<file path="src/rtl/sbe_pkg.sv">
// shared types and constants for the segment box edge test
package sbe_pkg;
  localparam int CoordW = 16;
  localparam int FracW  = 16;
  localparam int DiffW  = CoordW + 1;
  localparam int ProdW  = 2 * DiffW;
  localparam int QW     = 2;
  localparam int AddrW  = 4;

  localparam logic [AddrW-1:0] RegLeft   = 4'd0;
  localparam logic [AddrW-1:0] RegRight  = 4'd4;
  localparam logic [AddrW-1:0] RegTop    = 4'd8;
  localparam logic [AddrW-1:0] RegBottom = 4'd12;

  typedef enum logic [2:0] {
    EdgeNone   = 3'd0,
    EdgeLeft   = 3'd1,
    EdgeTop    = 3'd2,
    EdgeRight  = 3'd3,
    EdgeBottom = 3'd4
  } edge_e;

  typedef struct packed {
    logic signed [CoordW-1:0] box_left;
    logic signed [CoordW-1:0] box_right;
    logic signed [CoordW-1:0] box_top;
    logic signed [CoordW-1:0] box_bottom;
  } box_t;

  // per-edge work handed from front to back
  typedef struct packed {
    logic              ok;
    logic [DiffW-1:0]  num;
    logic [DiffW-1:0]  den;
  } edge_job_t;

  typedef struct packed {
    edge_job_t [3:0] job;
  } item_t;

  typedef struct packed {
    logic              hit;
    logic [FracW:0]    fraction;
    logic [2:0]        hit_edge;
  } res_t;
endpackage

</file>
<file path="src/rtl/sbe_fifo.sv">
// short queue between front and back
module sbe_fifo (
  input  logic           clk_i,
  input  logic           rst_ni,
  input  logic           wr_valid_i,
  output logic           wr_ready_o,
  input  sbe_pkg::item_t wr_item_i,
  output logic           rd_valid_o,
  input  logic           rd_ready_i,
  output sbe_pkg::item_t rd_item_o
);
  localparam int D = 1 << sbe_pkg::QW;
  sbe_pkg::item_t mem_q [D];
  logic [sbe_pkg::QW-1:0] wp_q, rp_q;
  logic [sbe_pkg::QW:0]   cnt_q;
  logic wr, rd;
  assign wr_ready_o = cnt_q != (sbe_pkg::QW+1)'(D);
  assign rd_valid_o = cnt_q != '0;
  assign rd_item_o  = mem_q[rp_q];
  assign wr = wr_valid_i && wr_ready_o;
  assign rd = rd_valid_o && rd_ready_i;
  always_ff @(posedge clk_i or negedge rst_ni) begin
    if (!rst_ni) begin
      wp_q <= '0; rp_q <= '0; cnt_q <= '0;
    end else begin
      if (wr) wp_q <= wp_q + 1'b1;
      if (rd) rp_q <= rp_q + 1'b1;
      if (wr && !rd) cnt_q <= cnt_q + 1'b1;
      else if (rd && !wr) cnt_q <= cnt_q - 1'b1;
    end
  end
  always_ff @(posedge clk_i) begin
    if (wr) mem_q[wp_q] <= wr_item_i;
  end
endmodule

</file>
<file path="config.mk">
export PLATFORM = sky130hd
export DESIGN_NAME = sbe_fifo
export DESIGN_NICKNAME = d
export VERILOG_FILES = /design/src/rtl/sbe_pkg.sv /design/src/rtl/sbe_fifo.sv
export SDC_FILE = /design/constraint.sdc
export NUM_CORES = 1
export LEC_CHECK = 0
export BUFFER_PORTS_ARGS = -buffer_cell sky130_fd_sc_hd__buf_2
export CORE_MARGIN = 2
export CORE_UTILIZATION = 50
export CTS_CLUSTER_DIAMETER = 200
export DETAILED_ROUTE_END_ITERATION = 8
export GPL_TIMING_DRIVEN = 1
export PLACE_DENSITY = 0.83
export SYNTH_ARGS = -nofsm -noshare
export SYNTH_HDL_FRONTEND = slang
export SYNTH_SLANG_ARGS = --single-unit
</file>
<file path="constraint.sdc">
create_clock -name clk_i -period 8.9 [get_ports clk_i]
set_input_delay 1.78 -clock clk_i [delete_from_list [all_inputs] [get_ports clk_i]]
set_output_delay 1.78 -clock clk_i [all_outputs]
set_load 0.005 [all_outputs]
</file>
# Yosys cells after proc, flatten, opt, wreduce, memory -nomap -nowiden
# Memories as Yosys holds them, arrays and structs flattened.
# Index checks and enable logic that the tools add are counted.
word_totals:
  register_bits: 7
  ram_bits: 560
  inputBits: 144
  output_inout_bits: 142
  elab_cells: 21
  memories: 1
classes:
  addsub: 4
  eq_ne: 1
  mux: 4
  reduce_logical: 8
memory_table:
  columns: ["memory", "depth", "width", "rd", "rd_ports_with_merged_regs", "write_ports", "line", "rtl"]
  rows:
  - ["mem_q", 4, 140, 1, 0, 1, "sbe_fifo.sv:13", "sbe_pkg::item_t mem_q [D];"]
op_table:
  columns: ["operator", "count"]
  rows:
  - ["2-to-1 mux 3 bit", 2]
  - ["adder 2 x 1 -> 2 bit (second input constant)", 2]
  - ["logical AND 1 bit", 4]
  - ["adder 3 x 1 -> 3 bit (second input constant)", 1]
  - ["!= test 3 bit (second input constant)", 1]
  - ["nonzero test 3 bit", 1]
  - ["subtractor 3 x 1 -> 3 bit (second input constant)", 1]
  - ["logical NOT 1 bit", 2]
  - ["2-to-1 mux 1 bit", 2]
  - ["nonzero test 2 bit", 1]

# Longest topological paths before layout
logic_depth:
  word_depth: 6
  depth_mapped: 8
  ltp_nobuf: 8

# Worst setup path before layout
# Ideal clock, no wire load.
synth_path:
  kind: "input-to-reg"
  from: "input port wr_valid_i"
  to: "memory mem_q[0][0] (netlist name) (enable)"
  arrival_ns: 5.296
  required_time_ns: 8.384
  slack_ns: 3.088
  path_stages: 2
  cell_sequence: "a21boi_2 -> and2_1"
synth_between:
  elab_chain_len: 3
synth_rtl:
  columns: ["element", "line", "rtl"]
  rows:
  - ["start: declaration", "sbe_fifo.sv:5", "input logic wr_valid_i,"]
  - ["logical AND 1 bit", "sbe_fifo.sv:20", "assign wr = wr_valid_i && wr_ready_o;"]
  - ["2-to-1 mux 1 bit", "sbe_fifo.sv:33", "if (wr) mem_q[wp_q] <= wr_item_i;"]
  - ["2-to-1 mux 1 bit (not written as such)", "sbe_fifo.sv:33", null]
  - ["end: declaration", "sbe_fifo.sv:13", null]
# No other way between the ends.

==> run_results.csv <==
group,metric,value,unit
global_routing,grt_pass1_wl,56700,microns
critical_path,cp.required,7120,ps
drt,dr.pass1.iters,5,
sta,relSlewSlack,0.404,
place,place_congestion,0.752,
sta,setup_viol,0,
global_routing,grt_usage,0.179,
die,ios,286,
sta,fin_crit_sh,0.548,
sta,period_minus_slack,4880,ps
power_and_ir_drop,intPower,5.86,mW
power_and_ir_drop,peakVddDrop,0.000272,V
layout,final_core_util,0.597,
layout,drive_gt1_frac,0.463,
logic_synthesis,synth_cell_type_count,18,
die,die-area,42800,sq um
drt,post-route-drc-count,0,
clocking,post_cts_buffers,0,
place,placed_area,22600,sq um
sta,clock.fmax,205,MHz
clocking,postCtsHoldBufs,0,
logic_synthesis,avgSynthCellArea,26.8,sq um
die,die-width,207,microns
critical_path,crit_fanout,39,
drt,drt-initial-drc-count,556,
logic_synthesis,syn_nets,917,
power_and_ir_drop,power.density,330,nW/um^2
layout,seq_area,17000,sq um
drt,via_count,9180,
worst_hold_path,hp-start,"cnt_q[2]",
power_and_ir_drop,p_seq_frac,0.464,
power_and_ir_drop,switching_power,2.17,mW
critical_path,r2r-start,"cnt_q[0]",
layout,fin_area,24300,sq um
critical_path,cp-startpoint,"rp_q[0]",
power_and_ir_drop,p_clk_frac,0.277,
place,portBuffers,285,
worst_hold_path,hold_path.class,"reg2reg",
run,cap_violations,0,
drt,vias_per_cell,5.50,
sta,tns,0,ps
outcome,status,"complete, no violations",
layout,final_nets,1238,
sta,worst_pin_slew,894,ps
layout,syn_to_final_growth,18.2,%
clocking,htree_levels,2,
sta,hold_viol_final,0,
layout,final_cell_mix,"edfxtp_1 (560), buf_2 (285), mux4_2 (140)",
global_routing,grt_max_degree,67,
die,start_util,0.505,
clocking,clk_latency,580,ps
critical_path,cp-start-kind,"register",
critical_path,worstSetupEndpointType,"primary output",
logic_synthesis,yosysWarnings,0,
critical_path,critPathKind,"reg2out",
clocking,cts-resized-gates,0,
drt,drt_wl_total,37900,microns
clocking,cts_root_buf,"clkbuf_16",
logic_synthesis,postSynthCellCount,767,
power_and_ir_drop,p_leak,8.25,nW
layout,layout_commonest_cell,"edfxtp_1",
sta,rsz0062_at_grt,"false",
sta,skew,8.00,ps
logic_synthesis,seq_area_frac_synth,0.825,
power_and_ir_drop,combPwrFrac,0.259,
die,fp.dieH,207,microns
clocking,cts_tree,"built",
global_routing,antenna_found_initial,11,
drt,routedWlPerCell,22.7,microns
sta,drv_slew,0,
logic_synthesis,synth-seq-cells,567,
logic_synthesis,syn_area,20600,sq um
clocking,clockBufferDepth,3,
layout,fillers,2821,
clocking,clk_pin_slew,60,ps
die,core_area,40700,sq um
clocking,cts_buffers,54,
critical_path,critPathArrivalTime,3100,ps
die,rows,74,
layout,multi_input_area,3380,sq um
place,dp_hpwl,22300,microns
power_and_ir_drop,switching_share,0.271,
power_and_ir_drop,p_total,8.03,mW
drt,ant_nets,0,
global_routing,grt_pass1_vias,9718,
clocking,clkSinkCount,567,
global_routing,grt_overflow,0,
sta,fin_hold_ws,543,ps
-- cells in the mapped netlist, drive strengths merged --
library cell	number	area (sq um)
a21boi	1	11.3
mux4	140	3150
mux2	2	22.5
buf	27	198
or3	1	6.26
dfrtp	7	175
clkbuf	5	18.8
inv	3	11.3
fa	1	20.0
nand3	1	5.00
ha	5	62.6
edfxtp	560	16800
and2	4	25.0
nor2	2	7.51
nand2	2	7.51
xnor2	4	35.0
xor2	2	17.5
-- sequential cells by signal, summed over array words and instances, names as in the netlist --
name   cells
cnt_q      3
mem_q    560
rp_q       2
wp_q       2
-- critical path: stages (launching register included) --
cell and delay [ps]:
dfrtp_4 930, buf_4 720, mux4_2 620, buf_2 150
-- stage by stage --
step | setup slack, ps | std cells
5_1_grt | 3750 | 1665
3_3_place_gp | 4550 | 1564
2_1_floorplan | 3090 | 767
6_report | 4020 | 1669
3_5_place_dp | 4550 | 1564
4_1_cts | 3890 | 1662
-- layout make-up --
| class | instances | area share |
|---|---|---|
| multi-input combinational | 165 | 0.139 |
| clock inverter | 37 | 0.0138 |
| clock buffer | 61 | 0.0575 |
| tap | 532 | 0.0273 |
| antenna | 7 | 0.000720 |
| sequential | 567 | 0.698 |
| inverter | 3 | 0.000463 |
| timing repair buffer | 297 | 0.0628 |
-- per-layer routing --
metal / wire length (microns) / GRT usage
met1: 14600 / 0.235
met2: 18400 / 0.284
met3: 3710 / 0.0532
met4: 1120 / 0.0724
met5: 52 / 0
-- worst paths after layout --
kind                                 end  slack [ps]  cells after the start
max reg2reg                mem_q[1][124]        6170                      4
min reg2reg                     cnt_q[2]         540                      1
min in group asynchronous        rp_q[0]        1020                      1
max in group asynchronous        rp_q[1]        7690                      1
max                        rd_item_o[75]        4020                      3
min                             cnt_q[2]         540                      1
-- logic make-up after synthesis --
| family | Yosys count | share of synthesized area |
|---|---|---|
| buffers and inverters | 35 | 0.0111 |
| AO/OA/AOI/OAI | 1 | 0.000547 |
| AND/OR/NAND/NOR | 10 | 0.00249 |
| flip-flops | 567 | 0.825 |
| multiplexers | 142 | 0.154 |
| adder cells (fa/ha/maj) | 6 | 0.00401 |
| XOR/XNOR | 6 | 0.00255 |
-- power by group through the flow --
stage          registers [mW]  logic [mW]  clock network, mW
6_report                 3.73        2.08               2.23
5_1_grt                  3.78        2.26               2.38
4_1_cts                  3.74        2.13               2.28
3_5_place_dp             3.79        2.12                  0
3_3_place_gp             3.75        2.09                  0
2_1_floorplan            3.73        1.39                  0
No activity file was read; power rests on OpenSTA's default activity.
